--- src/rtl/bai_pkg.sv ---
// Shared types, widths, register map and opcodes for the broadcast address iterator.
// No dependencies; every other file in rtl/ imports this package.
`timescale 1ns / 1ps

package bai_pkg;

  // Defaults for the top-level parameters
  localparam int MAX_DIMS_DEF    = 4;
  localparam int DIM_BITS_DEF    = 16;
  localparam int OFFSET_BITS_DEF = 32;

  // Fixed field widths
  localparam int SHAPE_W    = 64;
  localparam int RANK_W     = 3;
  localparam int START_W    = 32;
  localparam int RES_W      = 32;
  localparam int CFG_DATA_W = 64;
  localparam int CFG_ADDR_W = 6;
  localparam int CFG_IDX_W  = 3;

  // Register indexes (byte address = 8 * index)
  localparam logic [CFG_IDX_W-1:0] REG_OUT_SHAPE = 3'd0;
  localparam logic [CFG_IDX_W-1:0] REG_A_SHAPE   = 3'd1;
  localparam logic [CFG_IDX_W-1:0] REG_B_SHAPE   = 3'd2;
  localparam logic [CFG_IDX_W-1:0] REG_OUT_RANK  = 3'd3;
  localparam logic [CFG_IDX_W-1:0] REG_A_RANK    = 3'd4;
  localparam logic [CFG_IDX_W-1:0] REG_B_RANK    = 3'd5;

  // Input opcodes
  localparam logic OP_SET  = 1'b0;
  localparam logic OP_STEP = 1'b1;

  // Configuration register contents
  typedef struct packed {
    logic [SHAPE_W-1:0] out_shape;
    logic [SHAPE_W-1:0] a_shape;
    logic [SHAPE_W-1:0] b_shape;
    logic [RANK_W-1:0]  out_rank;
    logic [RANK_W-1:0]  a_rank;
    logic [RANK_W-1:0]  b_rank;
  } cfg_t;

  // Adder lane controls for the shared arithmetic unit
  typedef struct packed {
    logic sub0;
    logic sub1;
  } alu_ctl_t;

endpackage

--- src/rtl/bai_cfg.sv ---
// APB-style configuration register file: shapes and ranks.
// Depends on bai_pkg (cfg_t, register indexes, port widths).
`timescale 1ns / 1ps

module bai_cfg (
  input  logic                            clk,
  input  logic                            rst_n,
  input  logic                            psel,
  input  logic                            penable,
  input  logic                            pwrite,
  input  logic [bai_pkg::CFG_ADDR_W-1:0]  paddr,
  input  logic [bai_pkg::CFG_DATA_W-1:0]  pwdata,
  output logic [bai_pkg::CFG_DATA_W-1:0]  prdata,
  output logic                            pready,
  output bai_pkg::cfg_t                   cfg
);
  import bai_pkg::*;

  cfg_t                 cfg_r;
  logic                 wr_en;
  logic [CFG_IDX_W-1:0] idx;

  assign pready = 1'b1;
  assign wr_en  = psel & penable & pwrite;
  assign idx    = paddr[CFG_ADDR_W-1 -: CFG_IDX_W];
  assign cfg    = cfg_r;

  // Register writes on the access phase
  always_ff @(posedge clk) begin
    if (!rst_n) begin
      cfg_r.out_shape <= '0;
      cfg_r.a_shape   <= '0;
      cfg_r.b_shape   <= '0;
      cfg_r.out_rank  <= RANK_W'(1);
      cfg_r.a_rank    <= '0;
      cfg_r.b_rank    <= '0;
    end else if (wr_en) begin
      unique case (idx)
        REG_OUT_SHAPE: cfg_r.out_shape <= pwdata[SHAPE_W-1:0];
        REG_A_SHAPE:   cfg_r.a_shape   <= pwdata[SHAPE_W-1:0];
        REG_B_SHAPE:   cfg_r.b_shape   <= pwdata[SHAPE_W-1:0];
        REG_OUT_RANK:  cfg_r.out_rank  <= pwdata[RANK_W-1:0];
        REG_A_RANK:    cfg_r.a_rank    <= pwdata[RANK_W-1:0];
        REG_B_RANK:    cfg_r.b_rank    <= pwdata[RANK_W-1:0];
        default: ;
      endcase
    end
  end

  // Read mux; unmapped addresses read zero
  always_comb begin
    unique case (idx)
      REG_OUT_SHAPE: prdata = CFG_DATA_W'(cfg_r.out_shape);
      REG_A_SHAPE:   prdata = CFG_DATA_W'(cfg_r.a_shape);
      REG_B_SHAPE:   prdata = CFG_DATA_W'(cfg_r.b_shape);
      REG_OUT_RANK:  prdata = CFG_DATA_W'(cfg_r.out_rank);
      REG_A_RANK:    prdata = CFG_DATA_W'(cfg_r.a_rank);
      REG_B_RANK:    prdata = CFG_DATA_W'(cfg_r.b_rank);
      default:       prdata = '0;
    endcase
  end

endmodule

--- src/rtl/bai_alu.sv ---
// Shared arithmetic unit: one offset-by-extent multiplier, two add/subtract
// lanes and one restoring-division step. Depends on bai_pkg (alu_ctl_t).
`timescale 1ns / 1ps

module bai_alu #(
  parameter int OFF_W = bai_pkg::OFFSET_BITS_DEF,
  parameter int DIM_W = bai_pkg::DIM_BITS_DEF
) (
  input  bai_pkg::alu_ctl_t ctl,
  input  logic [OFF_W-1:0]  mul_x,
  input  logic [DIM_W-1:0]  mul_m,
  output logic [OFF_W-1:0]  mul_p,
  input  logic [OFF_W-1:0]  l0_a,
  input  logic [OFF_W-1:0]  l0_b,
  output logic [OFF_W-1:0]  l0_y,
  input  logic [OFF_W-1:0]  l1_a,
  input  logic [OFF_W-1:0]  l1_b,
  output logic [OFF_W-1:0]  l1_y,
  input  logic [DIM_W-1:0]  dv_rem,
  input  logic              dv_bit,
  input  logic [DIM_W-1:0]  dv_d,
  output logic [DIM_W-1:0]  dv_rem_nxt,
  output logic              dv_q
);
  import bai_pkg::*;

  localparam int PW = OFF_W + DIM_W;

  logic [PW-1:0]    mul_full;
  logic [DIM_W:0]   cand;
  logic [DIM_W:0]   diff;

  // Product kept modulo 2^OFF_W
  assign mul_full = PW'(mul_x) * PW'(mul_m);
  assign mul_p    = mul_full[OFF_W-1:0];

  // Offset lanes
  assign l0_y = ctl.sub0 ? (l0_a - l0_b) : (l0_a + l0_b);
  assign l1_y = ctl.sub1 ? (l1_a - l1_b) : (l1_a + l1_b);

  // One quotient bit per call; remainder stays below the divisor
  assign cand       = {dv_rem, dv_bit};
  assign diff       = cand - {1'b0, dv_d};
  assign dv_q       = (cand >= {1'b0, dv_d});
  assign dv_rem_nxt = dv_q ? diff[DIM_W-1:0] : cand[DIM_W-1:0];

endmodule

--- src/rtl/bai_seq.sv ---
// Sequencer and iterator state: stride build, index decomposition and odometer
// step, all on the shared bai_alu. Depends on bai_pkg and bai_alu.
`timescale 1ns / 1ps

module bai_seq #(
  parameter int MAX_DIMS    = bai_pkg::MAX_DIMS_DEF,
  parameter int DIM_BITS    = bai_pkg::DIM_BITS_DEF,
  parameter int OFFSET_BITS = bai_pkg::OFFSET_BITS_DEF
) (
  input  logic                         clk,
  input  logic                         rst_n,
  input  bai_pkg::cfg_t                cfg,
  input  logic                         in_valid,
  output logic                         in_stall,
  input  logic                         in_opcode,
  input  logic [bai_pkg::START_W-1:0]  in_start_index,
  output logic                         out_valid,
  input  logic                         out_stall,
  output logic [bai_pkg::RES_W-1:0]    out_offset_a,
  output logic [bai_pkg::RES_W-1:0]    out_offset_b
);
  import bai_pkg::*;

  localparam int DI_W  = (MAX_DIMS > 1) ? $clog2(MAX_DIMS) : 1;
  localparam int CNT_W = $clog2(START_W);
  localparam int CW    = DIM_BITS + 1;

  localparam logic [3:0] ST_IDLE = 4'd0;
  localparam logic [3:0] ST_STEP = 4'd1;
  localparam logic [3:0] ST_SMUL = 4'd2;
  localparam logic [3:0] ST_SACC = 4'd3;
  localparam logic [3:0] ST_DCHK = 4'd4;
  localparam logic [3:0] ST_DIV  = 4'd5;
  localparam logic [3:0] ST_MULA = 4'd6;
  localparam logic [3:0] ST_ACCA = 4'd7;
  localparam logic [3:0] ST_ACCB = 4'd8;
  localparam logic [3:0] ST_FIN  = 4'd9;

  // Registers
  logic [3:0]             state_r, state_nxt;
  logic [DI_W-1:0]        i_r, i_nxt;
  logic [RANK_W-1:0]      rank_r, rank_nxt;
  logic                   opnd_r, opnd_nxt;
  logic [OFFSET_BITS-1:0] raw_r, raw_nxt;
  logic [OFFSET_BITS-1:0] prod_r, prod_nxt;
  logic [START_W-1:0]     p_r, p_nxt;
  logic [DIM_BITS-1:0]    rem_r, rem_nxt;
  logic [CNT_W-1:0]       cnt_r, cnt_nxt;
  logic [DIM_BITS-1:0]    coords_r [MAX_DIMS];
  logic [DIM_BITS-1:0]    coords_nxt [MAX_DIMS];
  logic [OFFSET_BITS-1:0] stride_a_r [MAX_DIMS];
  logic [OFFSET_BITS-1:0] stride_a_nxt [MAX_DIMS];
  logic [OFFSET_BITS-1:0] stride_b_r [MAX_DIMS];
  logic [OFFSET_BITS-1:0] stride_b_nxt [MAX_DIMS];
  logic [OFFSET_BITS-1:0] bs_a_r [MAX_DIMS];
  logic [OFFSET_BITS-1:0] bs_a_nxt [MAX_DIMS];
  logic [OFFSET_BITS-1:0] bs_b_r [MAX_DIMS];
  logic [OFFSET_BITS-1:0] bs_b_nxt [MAX_DIMS];
  logic [OFFSET_BITS-1:0] pos_a_r, pos_a_nxt;
  logic [OFFSET_BITS-1:0] pos_b_r, pos_b_nxt;
  logic [RES_W-1:0]       out_a_r, out_a_nxt;
  logic [RES_W-1:0]       out_b_r, out_b_nxt;
  logic                   out_valid_r, out_valid_nxt;

  // Combinational helpers
  logic [DIM_BITS-1:0]    out_ext [MAX_DIMS];
  logic [DIM_BITS-1:0]    a_fld [MAX_DIMS];
  logic [DIM_BITS-1:0]    b_fld [MAX_DIMS];
  logic [RANK_W-1:0]      r_eff;
  logic [RANK_W-1:0]      opnd_rank;
  logic [RANK_W-1:0]      pad;
  logic [RANK_W-1:0]      fidx;
  logic [DIM_BITS-1:0]    pext;
  logic [DIM_BITS-1:0]    cur_ext;
  logic [CW-1:0]          coord_inc;
  logic                   wrap;
  logic                   last_dim;
  logic                   in_acc;
  logic                   out_xfer;
  logic [OFFSET_BITS-1:0] back_val;

  // Shared unit ports
  alu_ctl_t               alu_ctl;
  logic [OFFSET_BITS-1:0] mul_x, mul_p;
  logic [DIM_BITS-1:0]    mul_m;
  logic [OFFSET_BITS-1:0] l0_a, l0_b, l0_y, l1_a, l1_b, l1_y;
  logic [DIM_BITS-1:0]    dv_rem_nxt;
  logic                   dv_q;

  bai_alu #(
    .OFF_W (OFFSET_BITS),
    .DIM_W (DIM_BITS)
  ) u_alu (
    .ctl        (alu_ctl),
    .mul_x      (mul_x),
    .mul_m      (mul_m),
    .mul_p      (mul_p),
    .l0_a       (l0_a),
    .l0_b       (l0_b),
    .l0_y       (l0_y),
    .l1_a       (l1_a),
    .l1_b       (l1_b),
    .l1_y       (l1_y),
    .dv_rem     (rem_r),
    .dv_bit     (p_r[START_W-1]),
    .dv_d       (cur_ext),
    .dv_rem_nxt (dv_rem_nxt),
    .dv_q       (dv_q)
  );

  assign in_stall     = (state_r != ST_IDLE);
  assign in_acc       = in_valid && !in_stall;
  assign out_xfer     = out_valid_r && !out_stall;
  assign out_valid    = out_valid_r;
  assign out_offset_a = out_a_r;
  assign out_offset_b = out_b_r;

  // Shape fields, dimension 0 in the top field
  always_comb begin
    for (int k = 0; k < MAX_DIMS; k++) begin
      out_ext[k] = cfg.out_shape[(MAX_DIMS-1-k)*DIM_BITS +: DIM_BITS];
      a_fld[k]   = cfg.a_shape[(MAX_DIMS-1-k)*DIM_BITS +: DIM_BITS];
      b_fld[k]   = cfg.b_shape[(MAX_DIMS-1-k)*DIM_BITS +: DIM_BITS];
    end
  end

  // Effective output rank: zero acts as one, clamp to MAX_DIMS
  always_comb begin
    if (cfg.out_rank == '0) begin
      r_eff = RANK_W'(1);
    end else if (cfg.out_rank > RANK_W'(MAX_DIMS)) begin
      r_eff = RANK_W'(MAX_DIMS);
    end else begin
      r_eff = cfg.out_rank;
    end
  end

  // Padded extent of the operand being built, at dimension i_r
  always_comb begin
    opnd_rank = opnd_r ? cfg.b_rank : cfg.a_rank;
    if (opnd_rank > RANK_W'(MAX_DIMS)) begin
      opnd_rank = RANK_W'(MAX_DIMS);
    end
    pad  = '0;
    fidx = RANK_W'(i_r);
    if (opnd_rank < rank_r) begin
      pad  = rank_r - opnd_rank;
      fidx = RANK_W'(i_r) - pad;
    end
    if (RANK_W'(i_r) < pad) begin
      pext = DIM_BITS'(1);
    end else begin
      pext = opnd_r ? b_fld[fidx[DI_W-1:0]] : a_fld[fidx[DI_W-1:0]];
    end
  end

  assign cur_ext   = out_ext[i_r];
  assign coord_inc = CW'(coords_r[i_r]) + CW'(1);
  assign wrap      = (coord_inc == CW'(cur_ext));
  assign last_dim  = (i_r == '0);

  // Operand steering into the shared unit
  always_comb begin
    alu_ctl.sub0 = wrap;
    alu_ctl.sub1 = wrap;
    mul_x        = raw_r;
    mul_m        = pext - DIM_BITS'(1);
    l0_a         = pos_a_r;
    l0_b         = wrap ? bs_a_r[i_r] : stride_a_r[i_r];
    l1_a         = pos_b_r;
    l1_b         = wrap ? bs_b_r[i_r] : stride_b_r[i_r];
    unique case (state_r)
      ST_SACC: begin
        alu_ctl.sub0 = 1'b0;
        alu_ctl.sub1 = 1'b1;
        l0_a         = prod_r;
        l0_b         = raw_r;
        l1_a         = '0;
        l1_b         = raw_r;
      end
      ST_MULA: begin
        mul_x = stride_a_r[i_r];
        mul_m = rem_r;
      end
      ST_ACCA: begin
        alu_ctl.sub0 = 1'b0;
        l0_a         = pos_a_r;
        l0_b         = prod_r;
        mul_x        = stride_b_r[i_r];
        mul_m        = rem_r;
      end
      ST_ACCB: begin
        alu_ctl.sub1 = 1'b0;
        l1_a         = pos_b_r;
        l1_b         = prod_r;
      end
      default: ;
    endcase
  end

  // Back-stride of a zero extent is minus the running product
  assign back_val = (pext == '0) ? l1_y : prod_r;

  // Sequencer
  always_comb begin
    state_nxt     = state_r;
    i_nxt         = i_r;
    rank_nxt      = rank_r;
    opnd_nxt      = opnd_r;
    raw_nxt       = raw_r;
    prod_nxt      = prod_r;
    p_nxt         = p_r;
    rem_nxt       = rem_r;
    cnt_nxt       = cnt_r;
    coords_nxt    = coords_r;
    stride_a_nxt  = stride_a_r;
    stride_b_nxt  = stride_b_r;
    bs_a_nxt      = bs_a_r;
    bs_b_nxt      = bs_b_r;
    pos_a_nxt     = pos_a_r;
    pos_b_nxt     = pos_b_r;
    out_a_nxt     = out_a_r;
    out_b_nxt     = out_b_r;
    out_valid_nxt = out_valid_r && !out_xfer;

    unique case (state_r)
      ST_IDLE: begin
        if (in_acc) begin
          rank_nxt = r_eff;
          i_nxt    = DI_W'(r_eff - RANK_W'(1));
          if (in_opcode == OP_STEP) begin
            state_nxt = ST_STEP;
          end else begin
            for (int k = 0; k < MAX_DIMS; k++) begin
              coords_nxt[k]   = '0;
              stride_a_nxt[k] = '0;
              stride_b_nxt[k] = '0;
              bs_a_nxt[k]     = '0;
              bs_b_nxt[k]     = '0;
            end
            pos_a_nxt = '0;
            pos_b_nxt = '0;
            raw_nxt   = OFFSET_BITS'(1);
            opnd_nxt  = 1'b0;
            p_nxt     = in_start_index;
            state_nxt = ST_SMUL;
          end
        end
      end

      // Odometer: one dimension per cycle, stop at the first non-wrapping digit or once dimension 0 wraps
      ST_STEP: begin
        pos_a_nxt = l0_y;
        pos_b_nxt = l1_y;
        if (wrap) begin
          coords_nxt[i_r] = '0;
          if (last_dim) begin
            state_nxt = ST_FIN;
          end else begin
            i_nxt = i_r - DI_W'(1);
          end
        end else begin
          coords_nxt[i_r] = coord_inc[DIM_BITS-1:0];
          state_nxt       = ST_FIN;
        end
      end

      // Stride build: raw * (ext - 1) into the product register
      ST_SMUL: begin
        prod_nxt  = mul_p;
        state_nxt = ST_SACC;
      end

      ST_SACC: begin
        if (opnd_r) begin
          stride_b_nxt[i_r] = (pext == DIM_BITS'(1)) ? '0 : raw_r;
          bs_b_nxt[i_r]     = back_val;
        end else begin
          stride_a_nxt[i_r] = (pext == DIM_BITS'(1)) ? '0 : raw_r;
          bs_a_nxt[i_r]     = back_val;
        end
        raw_nxt = (pext == '0) ? '0 : l0_y;
        if (last_dim) begin
          i_nxt = DI_W'(rank_r - RANK_W'(1));
          if (opnd_r) begin
            state_nxt = ST_DCHK;
          end else begin
            opnd_nxt  = 1'b1;
            raw_nxt   = OFFSET_BITS'(1);
            state_nxt = ST_SMUL;
          end
        end else begin
          i_nxt     = i_r - DI_W'(1);
          state_nxt = ST_SMUL;
        end
      end

      // Decomposition: stop once the index is used up or on a zero extent
      ST_DCHK: begin
        if (p_r == '0 || cur_ext == '0) begin
          state_nxt = ST_FIN;
        end else begin
          rem_nxt   = '0;
          cnt_nxt   = '0;
          state_nxt = ST_DIV;
        end
      end

      // One quotient bit per cycle; p_r shifts into the quotient
      ST_DIV: begin
        rem_nxt = dv_rem_nxt;
        p_nxt   = {p_r[START_W-2:0], dv_q};
        cnt_nxt = cnt_r + CNT_W'(1);
        if (cnt_r == CNT_W'(START_W - 1)) begin
          state_nxt = ST_MULA;
        end
      end

      ST_MULA: begin
        coords_nxt[i_r] = rem_r;
        prod_nxt        = mul_p;
        state_nxt       = ST_ACCA;
      end

      ST_ACCA: begin
        pos_a_nxt = l0_y;
        prod_nxt  = mul_p;
        state_nxt = ST_ACCB;
      end

      ST_ACCB: begin
        pos_b_nxt = l1_y;
        if (last_dim) begin
          state_nxt = ST_FIN;
        end else begin
          i_nxt     = i_r - DI_W'(1);
          state_nxt = ST_DCHK;
        end
      end

      // Load the output register once it is free
      ST_FIN: begin
        if (!out_valid_r || !out_stall) begin
          out_a_nxt     = RES_W'(pos_a_r);
          out_b_nxt     = RES_W'(pos_b_r);
          out_valid_nxt = 1'b1;
          state_nxt     = ST_IDLE;
        end
      end

      default: state_nxt = ST_IDLE;
    endcase
  end

  // State update
  always_ff @(posedge clk) begin
    if (!rst_n) begin
      state_r     <= ST_IDLE;
      out_valid_r <= 1'b0;
      pos_a_r     <= '0;
      pos_b_r     <= '0;
      for (int k = 0; k < MAX_DIMS; k++) begin
        coords_r[k]   <= '0;
        stride_a_r[k] <= '0;
        stride_b_r[k] <= '0;
        bs_a_r[k]     <= '0;
        bs_b_r[k]     <= '0;
      end
    end else begin
      state_r     <= state_nxt;
      out_valid_r <= out_valid_nxt;
      pos_a_r     <= pos_a_nxt;
      pos_b_r     <= pos_b_nxt;
      coords_r    <= coords_nxt;
      stride_a_r  <= stride_a_nxt;
      stride_b_r  <= stride_b_nxt;
      bs_a_r      <= bs_a_nxt;
      bs_b_r      <= bs_b_nxt;
    end
  end

  // Working registers
  always_ff @(posedge clk) begin
    i_r     <= i_nxt;
    rank_r  <= rank_nxt;
    opnd_r  <= opnd_nxt;
    raw_r   <= raw_nxt;
    prod_r  <= prod_nxt;
    p_r     <= p_nxt;
    rem_r   <= rem_nxt;
    cnt_r   <= cnt_nxt;
    out_a_r <= out_a_nxt;
    out_b_r <= out_b_nxt;
  end

endmodule

--- src/rtl/broadcast_address_iterator.sv ---
// Broadcast address iterator, top level: configuration registers plus sequencer.
// Depends on bai_pkg, bai_cfg, bai_seq (and bai_alu below it).
`timescale 1ns / 1ps

// Walks an output tensor of up to MAX_DIMS dimensions in row-major order and
// gives, per transfer, the flat offsets into two broadcast operands A and B.
// in_opcode = set (0) rebuilds all strides and decomposes in_start_index;
// step (1) advances the coordinate odometer by one element. Every accepted
// item yields exactly one result. Items are handled one at a time on a single
// shared unit (one OFFSET_BITS x DIM_BITS multiplier, two offset adders, one
// division step), and in_stall stays high while an item is in work.
// A step walks the carry through the dimensions it visits (1 .. rank), then
// finishes. A set builds both stride tables (a multiply and an accumulate
// state per dimension per operand), then decomposes in_start_index one
// dimension at a time (a bit-serial division over all 32 index bits and
// a multiply-accumulate into each offset) and finishes; the decomposition
// stops early once the index is used up or at a zero extent.
// The result sits in an output register; a new item is accepted while it
// waits. Configuration is to be written only while the block is idle; the block itself leaves this to the user.
module broadcast_address_iterator #(
  parameter int MAX_DIMS    = bai_pkg::MAX_DIMS_DEF,
  parameter int DIM_BITS    = bai_pkg::DIM_BITS_DEF,
  parameter int OFFSET_BITS = bai_pkg::OFFSET_BITS_DEF
) (
  input  logic                            clk,
  input  logic                            rst_n,
  input  logic                            in_valid,
  output logic                            in_stall,
  input  logic                            in_opcode,
  input  logic [bai_pkg::START_W-1:0]     in_start_index,
  output logic                            out_valid,
  input  logic                            out_stall,
  output logic [bai_pkg::RES_W-1:0]       out_offset_a,
  output logic [bai_pkg::RES_W-1:0]       out_offset_b,
  input  logic                            psel,
  input  logic                            penable,
  input  logic                            pwrite,
  input  logic [bai_pkg::CFG_ADDR_W-1:0]  paddr,
  input  logic [bai_pkg::CFG_DATA_W-1:0]  pwdata,
  output logic [bai_pkg::CFG_DATA_W-1:0]  prdata,
  output logic                            pready
);
  import bai_pkg::*;

  cfg_t cfg;

  // Register file
  bai_cfg u_cfg (
    .clk     (clk),
    .rst_n   (rst_n),
    .psel    (psel),
    .penable (penable),
    .pwrite  (pwrite),
    .paddr   (paddr),
    .pwdata  (pwdata),
    .prdata  (prdata),
    .pready  (pready),
    .cfg     (cfg)
  );

  // Iterator sequencer and state
  bai_seq #(
    .MAX_DIMS    (MAX_DIMS),
    .DIM_BITS    (DIM_BITS),
    .OFFSET_BITS (OFFSET_BITS)
  ) u_seq (
    .clk            (clk),
    .rst_n          (rst_n),
    .cfg            (cfg),
    .in_valid       (in_valid),
    .in_stall       (in_stall),
    .in_opcode      (in_opcode),
    .in_start_index (in_start_index),
    .out_valid      (out_valid),
    .out_stall      (out_stall),
    .out_offset_a   (out_offset_a),
    .out_offset_b   (out_offset_b)
  );

endmodule

--- config.mk ---
export PLATFORM = sky130hd
export DESIGN_NAME = broadcast_address_iterator
export DESIGN_NICKNAME = d
export VERILOG_FILES = /design/src/rtl/bai_pkg.sv /design/src/rtl/bai_cfg.sv /design/src/rtl/bai_alu.sv /design/src/rtl/bai_seq.sv /design/src/rtl/broadcast_address_iterator.sv
export SDC_FILE = /design/constraint.sdc
export NUM_CORES = 2
export LEC_CHECK = 0
export BUFFER_PORTS_ARGS = -buffer_cell sky130_fd_sc_hd__buf_4
export CAP_MARGIN = 10
export CORE_ASPECT_RATIO = 1.2
export CORE_MARGIN = 3
export CORE_UTILIZATION = 50
export DETAILED_ROUTE_END_ITERATION = 6
export PLACE_DENSITY = 0.67
export SLEW_MARGIN = 20
export SYNTH_ARGS = -nofsm -noshare
export SYNTH_HDL_FRONTEND = slang
export SYNTH_HIERARCHICAL = 1
export SYNTH_SLANG_ARGS = --single-unit
export TNS_END_PERCENT = 5
--- constraint.sdc ---
create_clock -name clk -period 29.9 [get_ports clk]
set_clock_uncertainty 0.05 [all_clocks]
set_input_delay 2.99 -clock clk [delete_from_list [all_inputs] [get_ports clk]]
set_output_delay 2.99 -clock clk [all_outputs]
set_load 0.005 [all_outputs]
==> impl_metrics.tcl <==
set metrics [dict create \
    cts.sinks 1033 \
    core_area_mm2 0.1341 \
    hold-path-cell-count 0 \
    rsz0062_at_grt "no" \
    drt-total-wl_mm 238.4 \
    grt.overflow.total 0 \
    critPathKind "reg2reg" \
    post-cts-setup-buffers 0 \
    cts.clk_slew.worst_paths_ns 0.08 \
    slew_headroom_pct 17.89 \
    die_x_um 341.9 \
    r2r_setup_slack_ns 17.40 \
    ff_latch_area_mm2 0.02255 \
    ys_async_sr_fraction_pct 0 \
    dr_wl_met3_mm 26.77 \
    design.die.area_mm2 0.1399 \
    ys_seq_elements 1033 \
    fin_crit_sh_pct 41.81 \
    cts-htree-levels 3 \
    worst_path_largest_cell_delay_ns 0.59 \
    worstSetupStartpointType "register" \
    timing.rr.start "u_seq/opnd_r$_DFFE_PP_" \
    worstPathMaxFanout 33 \
    slew_violations 0 \
    setup_viol 0 \
    whs_endpoint "u_seq/out_offset_b[27]$_DFFE_PP_" \
    setup_tns_ns 0 \
    clockBufferDepth 3 \
    synth.distinct_cells 94 \
    avgSynthCellArea_um2 9.114 \
    wl_per_cell_um 26.28 \
    grtUsageTotal_pct 33.14 \
    worstHoldStart "u_seq/pos_b_r[27]$_SDFFE_PN0P_" \
    vias 59640 \
    cts_buffers 107 \
    grt_first_pass_wirelength_mm 358.4 \
    synth_area_leaders "dfxtp_1 (25%), fa_1 (9.1%), edfxtp_1 (8.3%)" \
    grt_pass1_vias 58180 \
    r2r_cells 37 \
    synth_top_area_cell "dfxtp_1" \
    num_io_pins 241 \
    timing.rr.end "u_seq/prod_r[28]$_DFFE_PP_" \
    syn_area_mm2 0.06772 \
    port_buffers 236 \
    met1_length_mm 89.90 \
    grt_max_degree 256 \
    ant_nets 0 \
    antenna_found_initial 7 \
    crit_path_frequent_cell "fa_1" \
    clk_latency_ns 0.76 \
    yosysSeqAreaShare_pct 33.30 \
    cp.arrival_ns 12.97 \
    synthFlopType "dfxtp_1" \
    syn2layout_area_growth_pct 9.033 \
    multi_input_area_mm2 0.04091 \
    slowest_stage "edfxtp_1" \
    dr_wl_met2_mm 108.5 \
    drv_cap 0 \
    tightest_slew_ns 1.226 \
    yosysTopAreaCellShare_pct 25.01 \
    place_congestion 0.9172 \
    rows 147 \
    synth_enable_flop_cells 187 \
    fin_nets 7768 \
    endpoint_kind "register" \
    hold_class "reg2reg" \
    cts_hold_buffers 0 \
    die_y_um 409.1 \
    final.fill_count 11950 \
    crit_required_ns 30.37 \
    viasPerCell 6.573 \
    fin_crit_ns 12.50 \
    final-hold-violation-count 0 \
    syn_inst 7430 \
    hpwl_mm 151.0 \
    max_freq_ghz 0.07999 \
    status "finished, final reports clean" \
    firstDrtPassIters 6 \
    final_util_pct 55.07 \
    drc_errors 0 \
    cts_resized 0 \
    yosysWarnings 6 \
    start_util_pct 50.50 \
    dr.max_layer_used "met5" \
    drive_gt1_share_pct 11.54 \
    synth_nets 8008 \
    drtIter0Drc 6990 \
    root_buffer "clkbuf_16" \
    cts_tree "yes" \
]
## cell families after synthesis
group	after synthesis	share of synthesized area, %
XOR/XNOR	224	2.897
flip-flops	1033	33.30
adder cells (fa/ha/maj)	468	12.06
AO/OA/AOI/OAI	1467	16.00
buffers and inverters	1141	6.776
other	1	0.005538
AND/OR/NAND/NOR	2560	17.76
multiplexers	536	11.19
## synth_stat cells (40+ instances only)
master and number:
nand2_1 1337, ha_1 160, a31oi_1 59, nor3_1 53
clkbuf_1 561, a2bb2oi_1 64, and3_1 94, buf_2 58
mux2i_1 341, mux4_2 175, and2_1 180, a21oi_1 188
a221oi_1 49, a21o_1 52, nor2_1 253, xnor2_1 172
dfxtp_1 846, a22oi_1 161, edfxtp_1 187, buf_1 54
fa_1 308, o211ai_1 259, o21ai_1 48, nand4b_1 40
o21ai_0 174, a32o_1 256, nand3_1 127, nand4_1 282
xor2_1 52, nor2b_1 93, inv_1 419
## through the flow
stage | worst slack, ns | hold WS (ns) | instances | instance area, um^2
after floorplan | 18.81 | 0.3702 | 7430 | 67720
after global placement | 17.69 | 0.3777 | 8867 | 70110
after detailed placement | 17.68 | 0.3898 | 8867 | 70110
after CTS | 17.53 | 0.4017 | 9068 | 73760
after global routing | 16.82 | 0.4040 | 9070 | 73830
final | 17.40 | 0.3974 | 9073 | 73830
## worst max-delay path by stage
stage | to | cells after the start | startpoint | slack (ns)
floorplan | u_seq/prod_r[31]$_DFFE_PP_ | 46 | u_seq/opnd_r$_DFFE_PP_ | 18.81
global placement | u_seq/prod_r[28]$_DFFE_PP_ | 37 | u_seq/opnd_r$_DFFE_PP_ | 17.69
detailed placement | u_seq/prod_r[28]$_DFFE_PP_ | 37 | u_seq/opnd_r$_DFFE_PP_ | 17.68
CTS | u_seq/prod_r[31]$_DFFE_PP_ | 37 | u_seq/opnd_r$_DFFE_PP_ | 17.53
global route | u_seq/prod_r[31]$_DFFE_PP_ | 37 | u_seq/opnd_r$_DFFE_PP_ | 16.82
finish | u_seq/prod_r[28]$_DFFE_PP_ | 37 | u_seq/opnd_r$_DFFE_PP_ | 17.40
## placed cells by master, fill, tap and decap left out, types with 49 or more instances in the layout
cell type	netlist	final
xnor2_1	172	169
a21o_1	52	51
edfxtp_1	187	187
nor2b_1	93	92
nand2_1	1337	1336
o21ai_0	174	167
nor2_1	253	240
mux2i_1	341	341
inv_1	419	418
and2_1	180	179
buf_4	32	363
and3_1	94	87
a2bb2oi_1	64	64
clkbuf_16	0	113
ha_1	160	160
mux4_2	175	175
a22oi_1	161	161
a31oi_1	59	54
nand4_1	282	282
a21oi_1	188	179
a32o_1	256	256
o211ai_1	259	259
nor3_1	53	52
fa_1	308	308
xor2_1	52	52
a221oi_1	49	49
dfxtp_1	846	845
nand3_1	127	125
## state kept, by name (all words and copies together) (netlist names), 64 cells and up
name and flops:
u_seq/stride_b_r 128, u_seq/stride_a_r 128, u_seq/bs_a_r 128, u_seq/coords_r 64, u_cfg/cfg 201, u_seq/bs_b_r 128
## cell type report
cell class | instances | share of cell area [%]
Clock buffer | 145 | 4.155
Sequential cell | 1033 | 30.55
Antenna cell | 3 | 0.01017
Tap cell | 1788 | 3.030
Clock inverter | 56 | 0.7846
Timing Repair Buffer | 371 | 3.921
Inverter | 421 | 2.144
Multi-Input combinational cell | 5256 | 55.41
## worst max-delay path: cells and delay by family, from the launching register on
kind	cells	cell delay [ns]
flip-flops	1	0.59
adder cells (fa/ha/maj)	10	4.62
buffers and inverters	7	0.95
XOR/XNOR	3	0.62
AND/OR/NAND/NOR	7	2.29
multiplexers	2	0.75
AO/OA/AOI/OAI	8	2.32
## metal layers
metal	track usage [%]	vias to the layer above
met1	42.04	29530
met3	8.324	718
met5	0	-
li1	-	26000
met4	16.99	2
met2	52.30	3393
Power is left out: the tool's default activity adds up to more than one toggle a clock period on the data nets, which glitch-free logic cannot reach.
